`src/sv/pdm_pkg.sv`:
```
// ----------------------------------------------------------------------------
// pdm_pkg
// Shared types, codes and helpers of the probe discharge monitor.
// ----------------------------------------------------------------------------
package pdm_pkg;

    localparam int NUM_PROBES = 3;
    localparam int VOLT_W     = 16;
    localparam int LIMIT_W    = 8;
    localparam int STEP_W     = 7;
    localparam int PROBE_W    = 2;
    localparam int CFG_IDX_W  = 3;
    localparam int CFG_DATA_W = 16;

    localparam logic [LIMIT_W-1:0]    COUNT_MAX  = 8'd255;
    localparam logic [PROBE_W-1:0]    LAST_PROBE = 2'd2;
    localparam logic [NUM_PROBES-1:0] ALL_MASK   = 3'b111;

    // request kinds
    typedef enum logic {
        FUNC_START = 1'b0,
        FUNC_READ  = 1'b1
    } func_e;

    // result status codes
    typedef enum logic [1:0] {
        ST_IDLE    = 2'd0,
        ST_RUNNING = 2'd1,
        ST_DONE    = 2'd2,
        ST_TIMEOUT = 2'd3
    } status_e;

    // configuration register indexes
    typedef enum logic [CFG_IDX_W-1:0] {
        CFG_DISCH_THR   = 3'd0,
        CFG_PULLDOWN    = 3'd1,
        CFG_INIT_TMO    = 3'd2,
        CFG_LOW_TMO     = 3'd3,
        CFG_LOW_VOLT    = 3'd4,
        CFG_TMO_STEP    = 3'd5
    } cfg_idx_e;

    typedef struct packed {
        logic [VOLT_W-1:0]  discharged_threshold_mv;
        logic [VOLT_W-1:0]  pulldown_below_mv;
        logic [LIMIT_W-1:0] initial_timeout;
        logic [LIMIT_W-1:0] low_start_timeout;
        logic [VOLT_W-1:0]  low_voltage_mv;
        logic [STEP_W-1:0]  timeout_step;
    } cfg_t;

    localparam cfg_t CFG_RESET = '{
        discharged_threshold_mv: 16'd2,
        pulldown_below_mv:       16'd800,
        initial_timeout:         8'd40,
        low_start_timeout:       8'd80,
        low_voltage_mv:          16'd10,
        timeout_step:            7'd20
    };

    typedef struct packed {
        logic               func;
        logic [PROBE_W-1:0] probe;
        logic [VOLT_W-1:0]  voltage_mv;
    } item_t;

    typedef struct packed {
        logic [1:0]            status;
        logic [PROBE_W-1:0]    next_probe;
        logic [NUM_PROBES-1:0] pulldown_mask;
        logic [PROBE_W-1:0]    error_probe;
        logic [VOLT_W-1:0]     error_voltage_mv;
    } result_t;

    // next probe after p, round-robin, that is not yet discharged
    function automatic logic [PROBE_W-1:0] next_open(
        input logic [PROBE_W-1:0]    p,
        input logic [NUM_PROBES-1:0] mask
    );
        logic [PROBE_W-1:0] q;
        logic [PROBE_W-1:0] r;
        logic               found;
        q     = p;
        r     = '0;
        found = 1'b0;
        for (int k = 0; k < NUM_PROBES; k++)
        begin
            q = (q >= LAST_PROBE) ? '0 : PROBE_W'(q + 1'b1);
            if (!found && !mask[q])
            begin
                r     = q;
                found = 1'b1;
            end
        end
        return r;
    endfunction

endpackage

```
`src/sv/pdm_if.sv`:
```
// ----------------------------------------------------------------------------
// pdm_if
// Valid/ready channels for probe samples and monitor results.
// ----------------------------------------------------------------------------
interface pdm_sample_if;
    logic                         valid;
    logic                         ready;
    logic                         func;
    logic [pdm_pkg::PROBE_W-1:0]  probe;
    logic [pdm_pkg::VOLT_W-1:0]   voltage_mv;

    modport source (output valid, func, probe, voltage_mv, input ready);
    modport sink   (input valid, func, probe, voltage_mv, output ready);
endinterface

interface pdm_result_if;
    logic                           valid;
    logic                           ready;
    logic [1:0]                     status;
    logic [pdm_pkg::PROBE_W-1:0]    next_probe;
    logic [pdm_pkg::NUM_PROBES-1:0] pulldown_mask;
    logic [pdm_pkg::PROBE_W-1:0]    error_probe;
    logic [pdm_pkg::VOLT_W-1:0]     error_voltage_mv;

    modport source (output valid, status, next_probe, pulldown_mask, error_probe,
                    error_voltage_mv, input ready);
    modport sink   (input valid, status, next_probe, pulldown_mask, error_probe,
                    error_voltage_mv, output ready);
endinterface

```
`src/sv/pdm_cfg.sv`:
```
// ----------------------------------------------------------------------------
// pdm_cfg
// Configuration register file, write-only, reset to default thresholds.
// ----------------------------------------------------------------------------
module pdm_cfg (
    input  logic                              clk,
    input  logic                              rst_n,
    input  logic                              cfg_we,
    input  logic [pdm_pkg::CFG_IDX_W-1:0]     cfg_index,
    input  logic [pdm_pkg::CFG_DATA_W-1:0]    cfg_wdata,
    output pdm_pkg::cfg_t                     cfg
);

    pdm_pkg::cfg_t cfg_reg;
    pdm_pkg::cfg_t cfg_next;

    always_comb
    begin
        cfg_next = cfg_reg;
        if (cfg_we)
        begin
            case (cfg_index)
                pdm_pkg::CFG_DISCH_THR: cfg_next.discharged_threshold_mv = cfg_wdata;
                pdm_pkg::CFG_PULLDOWN:  cfg_next.pulldown_below_mv       = cfg_wdata;
                pdm_pkg::CFG_INIT_TMO:
                    cfg_next.initial_timeout   = cfg_wdata[pdm_pkg::LIMIT_W-1:0];
                pdm_pkg::CFG_LOW_TMO:
                    cfg_next.low_start_timeout = cfg_wdata[pdm_pkg::LIMIT_W-1:0];
                pdm_pkg::CFG_LOW_VOLT:  cfg_next.low_voltage_mv          = cfg_wdata;
                pdm_pkg::CFG_TMO_STEP:
                    cfg_next.timeout_step      = cfg_wdata[pdm_pkg::STEP_W-1:0];
                default: ;  // unmapped index: dropped
            endcase
        end
    end

    always_ff @(posedge clk or negedge rst_n)
    begin
        if (!rst_n)
            cfg_reg <= pdm_pkg::CFG_RESET;
        else
            cfg_reg <= cfg_next;
    end

    assign cfg = cfg_reg;

endmodule

```
`src/sv/pdm_core.sv`:
```
// ----------------------------------------------------------------------------
// pdm_core
// Run state of the monitor and the per-request step logic.
// ----------------------------------------------------------------------------
module pdm_core (
    input  logic             clk,
    input  logic             rst_n,
    input  pdm_pkg::cfg_t    cfg,
    input  logic             step,   // commit the request in item
    input  pdm_pkg::item_t   item,
    output pdm_pkg::result_t res
);

    localparam int NP = pdm_pkg::NUM_PROBES;
    localparam int PW = pdm_pkg::PROBE_W;
    localparam int VW = pdm_pkg::VOLT_W;
    localparam int LW = pdm_pkg::LIMIT_W;

    logic [VW-1:0] last_v_reg [NP];
    logic [VW-1:0] last_v_next [NP];
    logic [LW-1:0] count_reg, count_next;
    logic [LW-1:0] limit_reg, limit_next;
    logic [PW-1:0] cur_reg, cur_next;
    logic [NP-1:0] dmask_reg, dmask_next;
    logic [NP-1:0] pmask_reg, pmask_next;
    logic          run_reg, run_next;

    logic [PW-1:0] id;
    logic [VW-1:0] last_sel;
    logic          drop;
    logic          close;
    logic          room;
    logic [LW+1:0] count_plus_step;

    always_comb
    begin
        last_v_next = last_v_reg;
        count_next  = count_reg;
        limit_next  = limit_reg;
        cur_next    = cur_reg;
        dmask_next  = dmask_reg;
        pmask_next  = pmask_reg;
        run_next    = run_reg;
        res         = '0;
        res.status  = pdm_pkg::ST_IDLE;

        id              = pdm_pkg::next_open(cur_reg, dmask_reg);
        last_sel        = last_v_reg[id];
        drop            = item.voltage_mv < last_sel;
        // limit - count < step, kept unsigned
        count_plus_step = (LW+2)'(count_reg) + (LW+2)'(cfg.timeout_step);
        close           = (LW+2)'(limit_reg) < count_plus_step;
        room            = limit_reg < LW'(pdm_pkg::COUNT_MAX - LW'(cfg.timeout_step));

        if (item.func == pdm_pkg::FUNC_START)
        begin
            if (item.probe < PW'(NP))
                last_v_next[item.probe] = item.voltage_mv;
            count_next     = LW'(1);
            limit_next     = cfg.initial_timeout;
            cur_next       = pdm_pkg::LAST_PROBE;
            dmask_next     = '0;
            pmask_next     = '0;
            run_next       = 1'b1;
            res.status     = pdm_pkg::ST_RUNNING;
            res.next_probe = pdm_pkg::next_open(pdm_pkg::LAST_PROBE, '0);
        end
        else if (run_reg)
        begin
            cur_next = id;
            if (drop)
            begin
                last_v_next[id] = item.voltage_mv;
                if (close && room)
                    limit_next = LW'(limit_reg + LW'(cfg.timeout_step));
                count_next = LW'(1);
            end
            else
            begin
                if (item.voltage_mv < cfg.low_voltage_mv && limit_reg <= cfg.initial_timeout)
                    limit_next = cfg.low_start_timeout;
                if (count_reg < pdm_pkg::COUNT_MAX)
                    count_next = LW'(count_reg + 1'b1);
            end

            if (item.voltage_mv <= cfg.discharged_threshold_mv)
                dmask_next = dmask_reg | NP'(1 << id);
            else if (item.voltage_mv < cfg.pulldown_below_mv)
                pmask_next = pmask_reg | NP'(1 << id);

            if (dmask_next == pdm_pkg::ALL_MASK)
            begin
                res.status = pdm_pkg::ST_DONE;
                run_next   = 1'b0;
                pmask_next = '0;
            end
            else if (count_next > limit_next)
            begin
                res.status           = pdm_pkg::ST_TIMEOUT;
                res.error_probe      = id;
                res.error_voltage_mv = item.voltage_mv;
                run_next             = 1'b0;
                pmask_next           = '0;
            end
            else
            begin
                res.status        = pdm_pkg::ST_RUNNING;
                res.next_probe    = pdm_pkg::next_open(id, dmask_next);
                res.pulldown_mask = pmask_next;
            end
        end
    end

    always_ff @(posedge clk or negedge rst_n)
    begin
        if (!rst_n)
        begin
            for (int i = 0; i < NP; i++)
                last_v_reg[i] <= '0;
            count_reg <= LW'(1);
            limit_reg <= pdm_pkg::CFG_RESET.initial_timeout;
            cur_reg   <= pdm_pkg::LAST_PROBE;
            dmask_reg <= '0;
            pmask_reg <= '0;
            run_reg   <= 1'b0;
        end
        else if (step)
        begin
            last_v_reg <= last_v_next;
            count_reg  <= count_next;
            limit_reg  <= limit_next;
            cur_reg    <= cur_next;
            dmask_reg  <= dmask_next;
            pmask_reg  <= pmask_next;
            run_reg    <= run_next;
        end
    end

    // a run never survives with every probe discharged
    a_run_not_all_done: assert property (@(posedge clk) disable iff (!rst_n)
        run_reg |-> (dmask_reg != pdm_pkg::ALL_MASK))
        else $error("run still active with all probes discharged");

    // counter restarts at one and saturates, never zero
    a_count_nonzero: assert property (@(posedge clk) disable iff (!rst_n)
        count_reg != '0)
        else $error("no-drop counter reached zero");

    // visited probe stays a real probe
    a_cur_valid: assert property (@(posedge clk) disable iff (!rst_n)
        cur_reg < PW'(NP))
        else $error("current probe out of range");

    // a reading while stopped changes nothing
    a_idle_hold: assert property (@(posedge clk) disable iff (!rst_n)
        (step && !run_reg && item.func == pdm_pkg::FUNC_READ)
        |=> ($stable(count_reg) && $stable(limit_reg) && !run_reg))
        else $error("idle reading altered run state");

endmodule

```
`src/sv/probe_discharge_monitor_unit.sv`:
```
// ----------------------------------------------------------------------------
// probe_discharge_monitor_unit
// Supervises the discharge of three test probes and reports progress,
// completion, a timeout or the idle state per request.
// ----------------------------------------------------------------------------
//  channel   kind        payload                                     dir
//  -------   ---------   -----------------------------------------   ---
//  sample    valid/rdy   func, probe, voltage_mv                     in
//  result    valid/rdy   status, next_probe, pulldown_mask,          out
//                        error_probe, error_voltage_mv
//  cfg       write only  cfg_we, cfg_index, cfg_wdata                in
//
//  Flow: an accepted request sits in the input register, then commits
//  through the step logic into the result register; one request per
//  cycle while results are taken, set by the single step stage in pdm_core.
//  Reset: rst_n async, clears the valid flags of both stages, the run
//  state and the config registers to their defaults.
//  Stalls: the result register holds until taken; the input register keeps
//  accepting while it is empty or the result register is free to load.
// ----------------------------------------------------------------------------
module probe_discharge_monitor_unit (
    input  logic                            clk,
    input  logic                            rst_n,
    pdm_sample_if.sink                      sample,
    pdm_result_if.source                    result,
    input  logic                            cfg_we,
    input  logic [pdm_pkg::CFG_IDX_W-1:0]   cfg_index,
    input  logic [pdm_pkg::CFG_DATA_W-1:0]  cfg_wdata
);

    pdm_pkg::cfg_t    cfg;
    pdm_pkg::item_t   item_reg, item_next;
    pdm_pkg::result_t res_comb;
    pdm_pkg::result_t res_reg, res_next;
    logic             in_vld_reg, in_vld_next;
    logic             res_vld_reg, res_vld_next;
    logic             out_free;     // result register can load this cycle
    logic             advance;      // input stage commits into result stage
    logic             take;         // sample request accepted

    pdm_cfg u_cfg (
        .clk       (clk),
        .rst_n     (rst_n),
        .cfg_we    (cfg_we),
        .cfg_index (cfg_index),
        .cfg_wdata (cfg_wdata),
        .cfg       (cfg)
    );

    pdm_core u_core (
        .clk   (clk),
        .rst_n (rst_n),
        .cfg   (cfg),
        .step  (advance),
        .item  (item_reg),
        .res   (res_comb)
    );

    // handshake
    assign out_free     = !res_vld_reg || result.ready;
    assign advance      = in_vld_reg && out_free;
    assign sample.ready = !in_vld_reg || out_free;
    assign take         = sample.valid && sample.ready;

    always_comb
    begin
        item_next  = item_reg;
        res_next   = res_reg;
        if (take)
        begin
            item_next.func       = sample.func;
            item_next.probe      = sample.probe;
            item_next.voltage_mv = sample.voltage_mv;
        end
        if (advance)
            res_next = res_comb;

        in_vld_next  = take ? 1'b1 : (advance ? 1'b0 : in_vld_reg);
        res_vld_next = advance ? 1'b1 : (result.ready ? 1'b0 : res_vld_reg);
    end

    // control
    always_ff @(posedge clk or negedge rst_n)
    begin
        if (!rst_n)
        begin
            in_vld_reg  <= 1'b0;
            res_vld_reg <= 1'b0;
        end
        else
        begin
            in_vld_reg  <= in_vld_next;
            res_vld_reg <= res_vld_next;
        end
    end

    // payload, no reset needed
    always_ff @(posedge clk)
    begin
        item_reg <= item_next;
        res_reg  <= res_next;
    end

    assign result.valid            = res_vld_reg;
    assign result.status           = res_reg.status;
    assign result.next_probe       = res_reg.next_probe;
    assign result.pulldown_mask    = res_reg.pulldown_mask;
    assign result.error_probe      = res_reg.error_probe;
    assign result.error_voltage_mv = res_reg.error_voltage_mv;

    // a committed request always shows up as a result next cycle
    a_commit_shows: assert property (@(posedge clk) disable iff (!rst_n)
        advance |=> res_vld_reg)
        else $error("committed request produced no result");

    // a pending request with a blocked result stage stays pending
    a_input_holds: assert property (@(posedge clk) disable iff (!rst_n)
        (in_vld_reg && !out_free) |=> in_vld_reg)
        else $error("pending request lost while result stalled");

    // pulldown is only reported on running results
    a_pull_running: assert property (@(posedge clk) disable iff (!rst_n)
        (res_vld_reg && res_reg.status != pdm_pkg::ST_RUNNING)
        |-> (res_reg.pulldown_mask == '0))
        else $error("pulldown reported outside a run");

endmodule
```
`src/flat_wrapper.sv`:
```
// flat-port wrapper written by rule: the top's interface ports become plain ports
module probe_discharge_monitor_unit_flat 
  (clk, rst_n, cfg_we, cfg_index, cfg_wdata, sample_valid, sample_func, sample_probe, sample_voltage_mv, sample_ready, result_valid, result_status, result_next_probe, result_pulldown_mask, result_error_probe, result_error_voltage_mv, result_ready);
  pdm_sample_if sample_i ();
  pdm_result_if result_i ();
  input  logic clk;
  input  logic rst_n;
  input  logic cfg_we;
  input  logic [pdm_pkg::CFG_IDX_W-1:0] cfg_index;
  input  logic [pdm_pkg::CFG_DATA_W-1:0] cfg_wdata;
  input wire logic [$bits(sample_i.valid)-1:0] sample_valid;
  input wire logic [$bits(sample_i.func)-1:0] sample_func;
  input wire logic [$bits(sample_i.probe)-1:0] sample_probe;
  input wire logic [$bits(sample_i.voltage_mv)-1:0] sample_voltage_mv;
  output wire logic [$bits(sample_i.ready)-1:0] sample_ready;
  output wire logic [$bits(result_i.valid)-1:0] result_valid;
  output wire logic [$bits(result_i.status)-1:0] result_status;
  output wire logic [$bits(result_i.next_probe)-1:0] result_next_probe;
  output wire logic [$bits(result_i.pulldown_mask)-1:0] result_pulldown_mask;
  output wire logic [$bits(result_i.error_probe)-1:0] result_error_probe;
  output wire logic [$bits(result_i.error_voltage_mv)-1:0] result_error_voltage_mv;
  input wire logic [$bits(result_i.ready)-1:0] result_ready;
  assign sample_i.valid = sample_valid;
  assign sample_i.func = sample_func;
  assign sample_i.probe = sample_probe;
  assign sample_i.voltage_mv = sample_voltage_mv;
  assign sample_ready = sample_i.ready;
  assign result_valid = result_i.valid;
  assign result_status = result_i.status;
  assign result_next_probe = result_i.next_probe;
  assign result_pulldown_mask = result_i.pulldown_mask;
  assign result_error_probe = result_i.error_probe;
  assign result_error_voltage_mv = result_i.error_voltage_mv;
  assign result_i.ready = result_ready;
  probe_discharge_monitor_unit u_core (.clk(clk), .rst_n(rst_n), .sample(sample_i), .result(result_i), .cfg_we(cfg_we), .cfg_index(cfg_index), .cfg_wdata(cfg_wdata));
endmodule
```
`config.mk`:
```
export PLATFORM = sky130hd
export DESIGN_NAME = probe_discharge_monitor_unit_flat
export DESIGN_NICKNAME = d
export VERILOG_FILES = /design/src/sv/pdm_pkg.sv /design/src/sv/pdm_if.sv /design/src/sv/pdm_cfg.sv /design/src/sv/pdm_core.sv /design/src/sv/probe_discharge_monitor_unit.sv /design/src/flat_wrapper.sv
export SDC_FILE = /design/constraint.sdc
export NUM_CORES = 1
export LEC_CHECK = 0
export BUFFER_PORTS_ARGS = -buffer_cell sky130_fd_sc_hd__buf_2
export CORE_UTILIZATION = 45
export DETAILED_ROUTE_END_ITERATION = 10
export PLACE_DENSITY = 0.7
export SLEW_MARGIN = 20
export SYNTH_ARGS = -nofsm -noshare
export SYNTH_HDL_FRONTEND = slang
export SYNTH_SLANG_ARGS = --single-unit
```
`constraint.sdc`:
```
create_clock -name clk -period 11.65 [get_ports clk]
set_input_delay 1.7475 -clock clk [delete_from_list [all_inputs] [get_ports clk]]
set_output_delay 1.7475 -clock clk [all_outputs]
set_load 0.05 [all_outputs]
```
== Word level (Yosys, flattened, before mapping) ==
Index checks and enable logic that the tools add are counted.
Widths: inputs -> output; s select.

* Logic and storage cells: 203
* Bits in registers: 190
* Output and inout bits: 27

* Order comparisons: 26
* Reductions and logical operators: 36
* Bitwise operators: 7
* Mux-type cells: 89
* Shift operators: 1
* Add/subtract/negate cells: 10
* Equality and inequality tests: 8

{| class="wikitable"
|+ Operators with widths
! cell !! number
|-
| $mux 48 || 4
|-
| $mux 8 || 13
|-
| $bwmux 48 || 2
|-
| $demux 16 s2 || 2
|-
| $mux 16 || 4
|-
| $lt 16x16->1 || 3
|-
| $mux 3 || 11
|-
| $bmux 16 s2 || 1
|-
| $mux 2 || 16
|-
| $mux 1 || 26
|-
| $mux 24 || 1
|-
| $mux 23 || 1
|-
| $lt 2x3->1 const B || 6
|-
| $mux 18 || 1
|-
| $le 16x16->1 || 1
|-
| $reduce_and 2->1 || 8
|-
| $add 2x1->2 const B || 6
|-
| $bmux 1 s2 || 6
|-
| $ge 2x2->1 const B || 6
|-
| $logic_and 1x1->1 || 10
|-
| $add 8x7->9 || 1
|-
| $eq 3x3->1 const B || 3
|-
| $logic_not 1->1 || 9
|-
| $lt 8x9->1 || 1
|-
| 23 further kinds || 35
|}

== Depth between registers and ports, before layout ==
Gate-level depths: netlist of the first run.

* Depth after elaboration: 38
* Depth in mapped cells: 26

== By module ==
Synthesis of the first run repeated with hierarchy kept, for this count alone.

* Cell total of the unflattened synthesis: 909
* Area total of the unflattened synthesis: 10675.2 um2

{| class="wikitable"
|+ Modules (own cells, without submodules)
! module !! instances !! sequential area each (um2) !! area each (um2) !! cells an instance
|-
| pdm_core || 1 || 1831.8 || 6510.0 || 702
|-
| pdm_cfg || 1 || 1791.7 || 2740.1 || 155
|-
| probe_discharge_monitor_unit || 1 || 1371.3 || 1425.1 || 52
|}

== Worst setup path after synthesis of the first run ==
No wires, ideal clock.

* Path kind: reg2reg
* Start: reg u_core.u_core.cur_reg[1]
* End: reg u_core.res_reg, in the netlist u_core.result.next_probe[0], data pin
* Arrival: 5.183 ns
* Period minus slack after synthesis: 5.344 ns
* Slack: 6.306 ns
* Setup time: 0.161 ns
* Data required time: 11.489 ns
* Stages on the path, launching flop included: 25
* Cells stage by stage: dfstp_2 o21bai_1 a21oi_1 buf_1 buf_2 mux2i_1 nor2_1 a21oi_1 ha_1 a211oi_1 o21ai_0 o2111ai_1 o2111a_2 or2_1 buf_2 buf_4 nand2_1 o21ai_0 ha_1 a21o_1 a21oi_1 a21boi_0 o31ai_2 nand4b_1 nor3_1

* Cells in the longest elaborated chain, start to end: 34

{| class="wikitable"
|+ RTL lines
! item !! RTL line !! text
|-
| start: declaration || pdm_core.sv:23 || <nowiki>logic [PW-1:0] cur_reg, cur_next;</nowiki>
|-
| start signal: assignment || pdm_core.sv:122 || <nowiki>cur_reg <= pdm_pkg::LAST_PROBE;</nowiki>
|-
| start signal: assignment || pdm_core.sv:132 || <nowiki>cur_reg <= cur_next;</nowiki>
|-
| $add 2x1->2 / $ge 2x2->1 (equally long branches) || pdm_pkg.sv:88 || <nowiki>q = (q >= LAST_PROBE) ? '0 : PROBE_W'(q + 1'b1);</nowiki>
|-
| $mux 2 (*) || pdm_pkg.sv:88 ||
|-
| parallel branches: the longest is 9 deep, another holds $add 2x1->2 || -- ||
|-
| $mux 2 (*) || pdm_pkg.sv:89 || <nowiki>if (!found && !mask[q])</nowiki>
|-
| $shl 1x2->3 || pdm_core.sv:87 || <nowiki>dmask_next = dmask_reg | NP'(1 << id);</nowiki>
|-
| $or 3x3->3 || pdm_core.sv:87 ||
|-
| $mux 3 || pdm_core.sv:86 || <nowiki>if (item.voltage_mv <= cfg.discharged_threshold_mv)</nowiki>
|-
| $mux 3 || pdm_core.sv:68 || <nowiki>else if (run_reg)</nowiki>
|-
| [10 not listed] || -- ||
|-
| $mux 1 || pdm_pkg.sv:89 ||
|-
| $mux 1 || pdm_core.sv:97 || <nowiki>else if (count_next > limit_next)</nowiki>
|-
| $mux 1 || pdm_core.sv:91 || <nowiki>if (dmask_next == pdm_pkg::ALL_MASK)</nowiki>
|-
| $mux 1 || pdm_core.sv:68 ||
|-
| $mux 1 || pdm_core.sv:55 || <nowiki>if (item.func == pdm_pkg::FUNC_START)</nowiki>
|-
| $logic_not 1->1 || pdm_pkg.sv:89 ||
|-
| $logic_and 1x1->1 || pdm_pkg.sv:89 ||
|-
| $mux 2 || pdm_pkg.sv:89 ||
|-
| end signal: assignment || probe_discharge_monitor_unit.sv:101 || <nowiki>res_reg <= res_next;</nowiki>
|-
| end: declaration || probe_discharge_monitor_unit.sv:34 || <nowiki>pdm_pkg::result_t res_reg, res_next;</nowiki>
|}

Every way passes the cells marked *. The select of a mux whose other input is x is not followed.
A chain may end at the register's enable or synchronous reset.

== Worst setup path after layout of the first run ==
Same ends and word-level chain as after synthesis.

==> results of run 1 <==
==> final timing paths <==
kind,cells past startpoint,endpoint,from
setup reg to reg,20,u_core.result.next_probe[0]$_SDFFCE_PP0P_,u_core.u_core.cur_reg[1]$_DFFE_PN1P_
min in group asynchronous,1,u_core.u_core.last_v_reg[1]$_DFFE_PN0P_,rst_n
hold / removal,1,u_core.u_core.last_v_reg[38]$_DFFE_PN0P_,u_core.u_core.last_v_reg[38]$_DFFE_PN0P_
setup / recovery,20,u_core.result.next_probe[0]$_SDFFCE_PP0P_,u_core.u_core.cur_reg[1]$_DFFE_PN1P_
hold reg to reg,1,u_core.u_core.last_v_reg[38]$_DFFE_PN0P_,u_core.u_core.last_v_reg[38]$_DFFE_PN0P_
max in group asynchronous,2,u_core.u_core.limit_reg[2]$_DFFE_PN0P_,rst_n
==> synth_stat cells, drive strengths merged (4+ instances only) <==
master     n  area share, %
dfrtp    130             30
ha       100             12
o21ai     84            4.0
nand2     83            2.9
inv       70            2.5
mux2      66            7.3
a21oi     56            2.6
nor2      54            2.0
edfxtp    44             12
clkbuf    20           0.71
and2      19            1.1
nand3     19           0.89
dfstp     16            3.9
mux2i     16            1.5
nor3      15           0.70
a31oi     14           0.93
a21o      13           0.91
nand4     13           0.76
buf       11           0.72
and3       9           0.57
xnor2      9           0.74
a211oi     8           0.56
a22o       8           0.65
o211ai     8           0.56
nor2b      7           0.41
o21a       6           0.42
o22a       6           0.49
or3        6           0.40
a2111oi    5           0.53
nand2b     5           0.29
or2        5           0.29
o21bai     4           0.28
o221a      4           0.42
==> layout make-up <==
| class | instances | area, um^2 | area share [%] |
|---|---|---|---|
| multi-input cells | 705 | 5340 | 44.5 |
| flip-flops and latches | 190 | 4990 | 41.6 |
| clock buffers | 18 | 429 | 3.58 |
| well taps | 319 | 399 | 3.33 |
| clock inverters | 14 | 151 | 1.26 |
| repair buffers | 79 | 427 | 3.55 |
| inverters | 71 | 267 | 2.22 |
==> per-stage QoR <==
step                      util (%)  instance area [um^2]  total power, mW
after floorplan                  -                 10700             1.98
after global placement        48.8                 11400             2.26
after detailed placement      48.8                 11400             2.30
after CTS                     51.3                 12000             2.88
after global routing          51.3                 12000             3.09
final                         51.3                 12000             2.88
==> kinds of logic (layout without fill, tap and decap cells) <==
family	count (synthesis)	in the layout
compound gates	255	255
xor+xnor	12	12
fa+ha+maj	102	102
buf+inv	102	182
flops	190	190
mux	82	82
simple gates	254	254
==> critical path, stage by stage (launching register included) <==
cell	delay [ns]
dfstp_2	0.60
nor2_1	0.09
o21ai_2	0.57
buf_4	0.37
nor2_1	0.07
a21oi_1	0.13
ha_1	0.29
a211oi_1	0.21
o21ai_0	0.11
o2111ai_1	0.15
o2111a_2	0.51
or2_1	0.56
nand2_1	0.22
o21ai_0	0.22
ha_1	0.27
a21o_1	0.19
a21oi_1	0.12
a21boi_0	0.11
o31ai_2	0.65
nand4b_1	0.42
nor3_1	0.29
==> power breakdown <==
| group | internal [mW] | leakage (nW) | switching (mW) |
|---|---|---|---|
| sequential | 0.878 | 2.18 | 0.146 |
| clock | 0.287 | 0.286 | 0.281 |
| combinational | 0.557 | 2.79 | 0.731 |
| total | 1.72 | 5.25 | 1.16 |
==> metal layers <==
layer / up-vias / wire (um) / share of wire (%)
met4: 0 / 421 / 1.7
met3: 33 / 984 / 3.9
met5: - / 0 / 0
met1: 3831 / 12300 / 49
li1: 3788 / - / -
met2: 175 / 11600 / 46
==> impl_metrics.yaml, run 1 <==
sta:
  layout_min_cycle_time_ns: 6.35
  final.setup.tns_ns: 0
  layout_setup_ws_ns: 5.30
  max_slew_margin_pct: 37.8
  finalCritPeriodShare_pct: 54.5
  hold_viol_final: 0
  fmax_ghz: 0.157
  maxSlewViolCount: 0
  skew_ns: 0.0109
  hold_ws_ns: 0.486
  max_slew.worst_pin.slew_ns: 0.934
  rsz0062_at_grt: "no"
  setup_viol: 0
global_routing:
  antenna_found_initial: 0
  busiest_layer: "met2"
  grtUsageMet1_pct: 30.4
  first_global_vias: 7728
  grt_overflow: 0
  grt_use_met2_pct: 35.2
  met3_usage_pct: 3.57
  globalRouteTotalUtil_pct: 21.9
  grt_max_degree: 97
  grt_pass1_wl_mm: 40.9
setup_path:
  crit_fanout: 22
  critPathArrivalTime_ns: 6.62
  start_kind: "flop"
  crit_type: "reg -> reg"
  required_ns: 11.92
  rrSetupSlack_ns: 5.30
  endpoint_kind: "flop"
floorplan:
  core_area_um2: 23400
  die_h_um: 156
  io_pins: 70
  row_count: 56
  die_w_um: 156
  dieArea_um2: 24400
  initial_core_util_pct: 45.8
cts:
  cts_buffers: 17
  insertion_delay_ns: 0.44
  htreeDepth: 4
  clockBufferDepth: 2
  clkTransAtPathRegs_ns: 0.07
  post-cts-setup-buffer-count: 0
  clock-sinks: 190
  cts_tree: "built"
  post_cts_resized: 0
  root_buffer: "clkbuf_16"
  ctsHoldBuffers: 0
route:
  vias: 7827
  drc: 0
  drt_iter0_drc: 679
  wl_per_cell_um: 18.1
  wirelength_mm: 25.3
  dr.pass1.iters: 6
  viasPerCell: 5.61
  antenna_left: 0
finish:
  fillers: 2121
  final_cell_mix: "dfrtp_1, ha_1, nand2_1"
  final_nets: 1209
  layout_commonest_cell: "dfrtp_1"
  drive_gt1_share_pct: 19.2
  syn_to_final_growth_pct: 12.1
  n_antenna_cell: 0
  fin_cells: 1396
  largest_reg_flops: 71
placed_design:
  portBuffers: 69
  dp_worst_setup_slack_ns: 5.41
  dp_hpwl_mm: 18.3
  placed_cells: 1364
  gp_congestion: 0.925
synthesis:
  ys_seq_area_share_pct: 46.6
  synthSimpleGateAreaFrac_pct: 11.9
  yosys_register_bits: 190
  syn_nets: 1142
  synth_top_family_by_area: "compound AO/OA/AOI/OAI gates"
  synth_area_um2: 10700
  synthArstFlopShare_pct: 76.8
  synthXorXnorAreaFrac_pct: 0.981
  synth-edff-count: 44
  ys.flop_type: "dfrtp_1"
  synth_cells: 997
  synth.mux.area_fraction_pct: 8.79
  yosys.cell_types.count: 81
  synth_warnings: 0
  synth_compound_area_share_pct: 15.7
  synth_fa_ha_area_share_pct: 12.1
  syn_area_per_cell_um2: 10.7
status:
  status: "finished clean"
power:
  p_leak_nw: 5.25
  max-vdd-ir-drop_uv: 120
  p_per_area_nw_per_um2: 240
job:
  drv_cap: 0
hold_path:
  hold_class: "reg -> reg"
(Power assumes the default switching activity.)
==> run 2: changes to the inputs <==
==> constraint.sdc (replaced) <==
create_clock -name clk -period 6.26 [get_ports clk]
set_input_delay 0.939 -clock clk [delete_from_list [all_inputs] [get_ports clk]]
set_output_delay 0.939 -clock clk [all_outputs]
set_load 0.05 [all_outputs]
==> run 2 against run 1 <==
- largest cell class unchanged
- clock-buffer cell count decreased by 1
- register-to-register slack got worse by 4.7 ns
- critical endpoint is now u_core.result.error_voltage_mv[11]$_SDFFCE_PP0P_
- clock power increased by 99%
- die area unchanged
- via count increased by 1.4%
- sequential power increased by 86%
- global-route usage increased by 0.57 points
- worst setup slack got worse by 4.7 ns
- flip-flop and latch count unchanged
==> impl_metrics.yaml, run 2 (synthesis gave the netlist of run 1 again) <==
hold_path:
  hold_class: "reg -> reg"
  min_from: "u_core.u_core.last_v_reg[37]$_DFFE_PN0P_"
placed_design:
  dp_worst_setup_slack_ns: 0.454
  dp_hpwl_mm: 18.6
  placed_cells: 1366
  placed_cell_area_um2: 11400
  portBuffers: 69
  gp_congestion: 0.917
sta:
  rsz0062_at_grt: "no"
  skew_ns: 0.0125
  hold_viol_final: 0
  max_slew.worst_pin.slew_ns: 0.937
  fmax_ghz: 0.177
  final.setup.tns_ns: 0
  maxSlewViolCount: 0
  setup_viol: 0
  max_slew_margin_pct: 37.6
  layout_setup_ws_ns: 0.617
  finalCritPeriodShare_pct: 90.2
  layout_min_cycle_time_ns: 5.64
  hold_ws_ns: 0.488
floorplan:
  dieArea_um2: 24400
  initial_core_util_pct: 45.8
  die_w_um: 156
  core_area_um2: 23400
  row_count: 56
  io_pins: 70
  die_h_um: 156
cts:
  cts_tree: "built"
  ctsHoldBuffers: 0
  root_buffer: "clkbuf_16"
  cts_buffers: 17
  clockBufferDepth: 2
  post-cts-setup-buffer-count: 0
  htreeDepth: 4
  insertion_delay_ns: 0.44
  clock-sinks: 190
  clkTransAtPathRegs_ns: 0.08
route:
  viasPerCell: 5.68
  drc: 0
  wl_per_cell_um: 18.4
  vias: 7936
  dr.pass1.iters: 6
  drt_iter0_drc: 514
  wirelength_mm: 25.8
  antenna_left: 0
finish:
  syn_to_final_growth_pct: 12.8
  fillers: 2069
  final_nets: 1211
  n_antenna_cell: 0
  largest_reg_flops: 71
  fin_area_um2: 12100
  final_util_pct: 51.6
  layout_commonest_cell: "dfrtp_1"
  drive_gt1_share_pct: 19.6
  fin_cells: 1398
  final_cell_mix: "dfrtp_1, ha_1, nand2_1"
global_routing:
  grt_use_met2_pct: 36.2
  grtUsageMet1_pct: 30.6
  first_global_vias: 8115
  grt_pass1_wl_mm: 42.5
  grt_max_degree: 89
  antenna_found_initial: 0
  globalRouteTotalUtil_pct: 22.5
  met3_usage_pct: 3.35
  grt_overflow: 0
  busiest_layer: "met2"
power:
  comb_power_share_pct: 44.4
  p_per_area_nw_per_um2: 451
  p_leak_nw: 5.28
  p_seq_share_pct: 34.9
  swShare_pct: 40.6
  max-vdd-ir-drop_uv: 226
  internal_power_mw: 3.24
  p_total_mw: 5.45
  power_switching_mw: 2.21
  clockPowerShare_pct: 20.7
setup_path:
  required_ns: 6.56
  endpoint_kind: "flop"
  timing.rr.start: "u_core.u_core.cur_reg[1]$_DFFE_PN1P_"
  crit_start: "u_core.u_core.cur_reg[1]$_DFFE_PN1P_"
  crit_type: "reg -> reg"
  crit_fanout: 25
  start_kind: "flop"
  critPathArrivalTime_ns: 5.95
job:
  drv_cap: 0
status:
  status: "finished clean"
## run 2: what timing repair did
item / CTS / global route
setup endpoints to repair: 0 / 20
resized for setup: 0 / 1
endpoints found under the hold margin: 0 / 0
## run 2: cell type report
cell class	count	area [um^2]	area share (%)
clock buffer	17	425	3.52
clock inverter	15	205	1.70
inverter	71	267	2.21
multi-input combinational	705	5350	44.3
sequential	190	4990	41.3
tap	319	399	3.30
timing repair buffer	81	442	3.66
## run 2: critical path, stage by stage, from the launching register on
cell and delay [ns]:
dfstp_2 0.60, nor2_1 0.11, o21ai_4 0.55, buf_4 0.30, nor2_1 0.06, a21oi_1 0.12
ha_1 0.26, a21oi_1 0.18, nor2_1 0.06, o31ai_1 0.21, o2111a_2 0.34, or2_1 0.48
o22a_1 0.23, o21ai_0 0.11, ha_1 0.30, and3_1 0.17, o21ai_0 0.10, a21boi_0 0.21
o31ai_2 0.12, nor4_4 0.74, and2_1 0.24
## run 2: final timing paths
path                                                                    end  slack (ns)  cells after the start
max reg2reg                u_core.result.error_voltage_mv[11]$_SDFFCE_PP0P_        0.62                     20
max                        u_core.result.error_voltage_mv[11]$_SDFFCE_PP0P_        0.62                     20
min in group asynchronous          u_core.u_core.last_v_reg[34]$_DFFE_PN0P_        0.58                      1
min reg2reg                        u_core.u_core.last_v_reg[37]$_DFFE_PN0P_        0.49                      1
min                                u_core.u_core.last_v_reg[37]$_DFFE_PN0P_        0.49                      1
max in group asynchronous                   u_core.u_cfg.cfg[7]$_DFFE_PN0P_        4.39                      2
## run 2: metal layers
| layer | vias to the layer above | wire (um) |
|---|---|---|
| li1 | 3801 | - |
| met1 | 3859 | 12200 |
| met2 | 222 | 11800 |
| met3 | 54 | 1100 |
| met4 | 0 | 732 |
| met5 | - | 0 |
## run 2: power groups by stage
stage	registers (mW)	logic, mW	clock network (mW)
finish	1.90	2.42	1.13
global route	1.94	2.73	1.18
CTS	1.90	2.41	1.14
detailed placement	1.92	2.37	0
global placement	1.91	2.30	0
floorplan	1.88	1.80	0
==> run 3: changes to the inputs <==
--- a/config.mk
+++ b/config.mk
@@ -6,6 +6,7 @@
 export NUM_CORES = 1
 export LEC_CHECK = 0
 export BUFFER_PORTS_ARGS = -buffer_cell sky130_fd_sc_hd__buf_2
+export CORE_ASPECT_RATIO = 1.4
 export CORE_UTILIZATION = 45
 export DETAILED_ROUTE_END_ITERATION = 10
 export PLACE_DENSITY = 0.7
==> run 3 against run 2 <==
- non-clock buffer count grew 2
- clock power is essentially flat
- critical path type unchanged
- sequential share of layout area grew 0.14 points
- register-to-register slack gained 0.12 ns
- largest power group unchanged
- via count grew 1.1%
- sequential power is essentially flat
- largest cell class unchanged
- clock-buffer cell count is the same
- clock skew is essentially flat
- die area is essentially flat
- combinational power is essentially flat
==> impl_metrics.yaml, run 3 (synthesis gave the netlist of run 1 again) <==
status:
  status: "finished clean"
hold_path:
  whs_path_depth: 1
  min_from: "u_core.u_core.last_v_reg[14]$_DFFE_PN0P_"
  hold_class: "reg -> reg"
  hold_path_end: "u_core.u_core.last_v_reg[14]$_DFFE_PN0P_"
floorplan:
  row_count: 66
  initial_core_util_pct: 46.0
  core_area_um2: 23300
  die_h_um: 185
  dieArea_um2: 24400
  die_w_um: 132
  io_pins: 70
finish:
  largest_reg_flops: 71
  fillers: 2115
  syn_to_final_growth_pct: 12.4
  final_nets: 1213
  n_antenna_cell: 0
  layout_commonest_cell: "dfrtp_1"
  final_cell_mix: "dfrtp_1, ha_1, nand2_1"
  drive_gt1_share_pct: 19.5
  final_util_pct: 51.7
cts:
  insertion_delay_ns: 0.45
  clock-sinks: 190
  post_cts_resized: 0
  clkTransAtPathRegs_ns: 0.08
  post-cts-setup-buffer-count: 0
  cts_tree: "built"
  ctsHoldBuffers: 0
  cts_buffers: 17
  htreeDepth: 4
  root_buffer: "clkbuf_16"
  clockBufferDepth: 2
setup_path:
  required_ns: 6.53
  timing.rr.start: "u_core.u_core.dmask_reg[1]$_DFFE_PN0P_"
  start_kind: "flop"
  slowest_delay_ns: 0.53
  critPathArrivalTime_ns: 5.79
  crit_chain: "nand2_1 -> a21oi_2 -> buf_4 -> mux2i_1 -> nor2_1 -> a21oi_1 -> ha_1 -> a21oi_1 -> a21boi_0 -> o31ai_1 -> o2111a_2 -> or2_1 -> nand2_1 -> o21ai_0 -> ha_1 -> a21o_1 -> a21oi_1 -> a21boi_0 -> o31ai_2 -> buf_4 -> nand4b_1 -> nor2_1"
  reg2reg_to: "u_core.result.pulldown_mask[0]$_SDFFCE_PP0P_"
  cp_common_cell: "a21oi_1"
  endpoint_kind: "flop"
  crit_fanout: 21
  rrSetupSlack_ns: 0.74
  crit_slowest_cell: "dfrtp_1"
  reg2reg_depth: 22
  crit_type: "reg -> reg"
route:
  viasPerCell: 5.78
  antenna_left: 0
  wl_per_cell_um: 18.9
  drt_iter0_drc: 437
  drc: 0
  vias: 8023
  dr.pass1.iters: 5
  wirelength_mm: 26.2
global_routing:
  grt_pass1_wl_mm: 42.7
  antenna_found_initial: 0
  grt_max_degree: 77
  grt_overflow: 0
  globalRouteTotalUtil_pct: 22.8
  first_global_vias: 8183
power:
  swShare_pct: 39.8
  p_seq_share_pct: 35.3
  p_leak_nw: 5.28
  p_per_area_nw_per_um2: 449
  clockPowerShare_pct: 20.4
  power_switching_mw: 2.15
  max-vdd-ir-drop_uv: 238
  internal_power_mw: 3.25
  comb_power_share_pct: 44.4
sta:
  skew_ns: 0.0122
  max_slew_margin_pct: 21.6
  rsz0062_at_grt: "no"
  max_slew.worst_pin.slew_ns: 1.17
  maxSlewViolCount: 0
  layout_min_cycle_time_ns: 5.52
  fmax_ghz: 0.181
  finalCritPeriodShare_pct: 88.3
  setup_viol: 0
  final.setup.tns_ns: 0
  hold_viol_final: 0
placed_design:
  portBuffers: 69
  gp_congestion: 0.897
  dp_hpwl_mm: 19.0
job:
  drv_cap: 0
## run 3: per-stage QoR
step	std cells	area (um^2)	setup WS (ns)	power (mW)	hold WS, ns
CTS	1387	12000	0.525	5.42	0.492
floorplan	997	10700	0.916	3.68	0.457
finish	1387	12000	0.735	5.41	0.485
global placement	1355	11400	0.761	4.22	0.466
detailed placement	1355	11400	0.595	4.30	0.476
global route	1387	12000	0.192	5.83	0.496
## run 3: area by class of cell
| type | instances | area (um^2) | area share (%) |
|---|---|---|---|
| multi-input cells | 705 | 5340 | 44.4 |
| clock buffers | 17 | 425 | 3.53 |
| repair buffers | 83 | 457 | 3.79 |
| inverters | 71 | 267 | 2.21 |
| clock inverters | 15 | 173 | 1.43 |
| well taps | 306 | 383 | 3.18 |
| flip-flops and latches | 190 | 4990 | 41.5 |
## run 3: layer usage
layer | track usage, % | vias up | wire (um)
met4 | 12.8 | 0 | 1220
li1 | - | 3793 | -
met5 | 0 | - | 0
met2 | 39.9 | 231 | 13100
met1 | 26.5 | 3927 | 10800
met3 | 3.52 | 72 | 1020
## run 3: worst max-delay path: cells and delay by family, from the launching register on
kind	cells	cell delay [ns]
flip-flops	1	0.53
buffers and inverters	2	0.55
adder cells (fa/ha/maj)	2	0.55
multiplexers	1	0.26
AND/OR/NAND/NOR	6	1.50
AO/OA/AOI/OAI	11	1.93
## run 3: power by group through the flow
| stage | Clock [mW] | Sequential (mW) | Combinational [mW] |
|---|---|---|---|
| final | 1.10 | 1.91 | 2.40 |
| after global routing | 1.17 | 1.95 | 2.71 |
| after CTS | 1.12 | 1.90 | 2.39 |
| after detailed placement | 0 | 1.93 | 2.37 |
| after global placement | 0 | 1.91 | 2.30 |
| after floorplan | 0 | 1.88 | 1.80 |
## run 3: worst max-delay path by stage
stage,endpoint,start
after global routing,u_core.result.next_probe[1]$_SDFFCE_PP0P_,u_core.u_core.dmask_reg[1]$_DFFE_PN0P_
after detailed placement,u_core.result.next_probe[1]$_SDFFCE_PP0P_,u_core.u_core.dmask_reg[1]$_DFFE_PN0P_
after CTS,u_core.result.next_probe[1]$_SDFFCE_PP0P_,u_core.u_core.dmask_reg[1]$_DFFE_PN0P_
after global placement,u_core.result.error_probe[0]$_SDFFCE_PP0P_,u_core.u_core.dmask_reg[1]$_DFFE_PN0P_
final,u_core.result.pulldown_mask[0]$_SDFFCE_PP0P_,u_core.u_core.dmask_reg[1]$_DFFE_PN0P_
after floorplan,u_core.result.next_probe[0]$_SDFFCE_PP0P_,u_core.u_core.cur_reg[1]$_DFFE_PN1P_
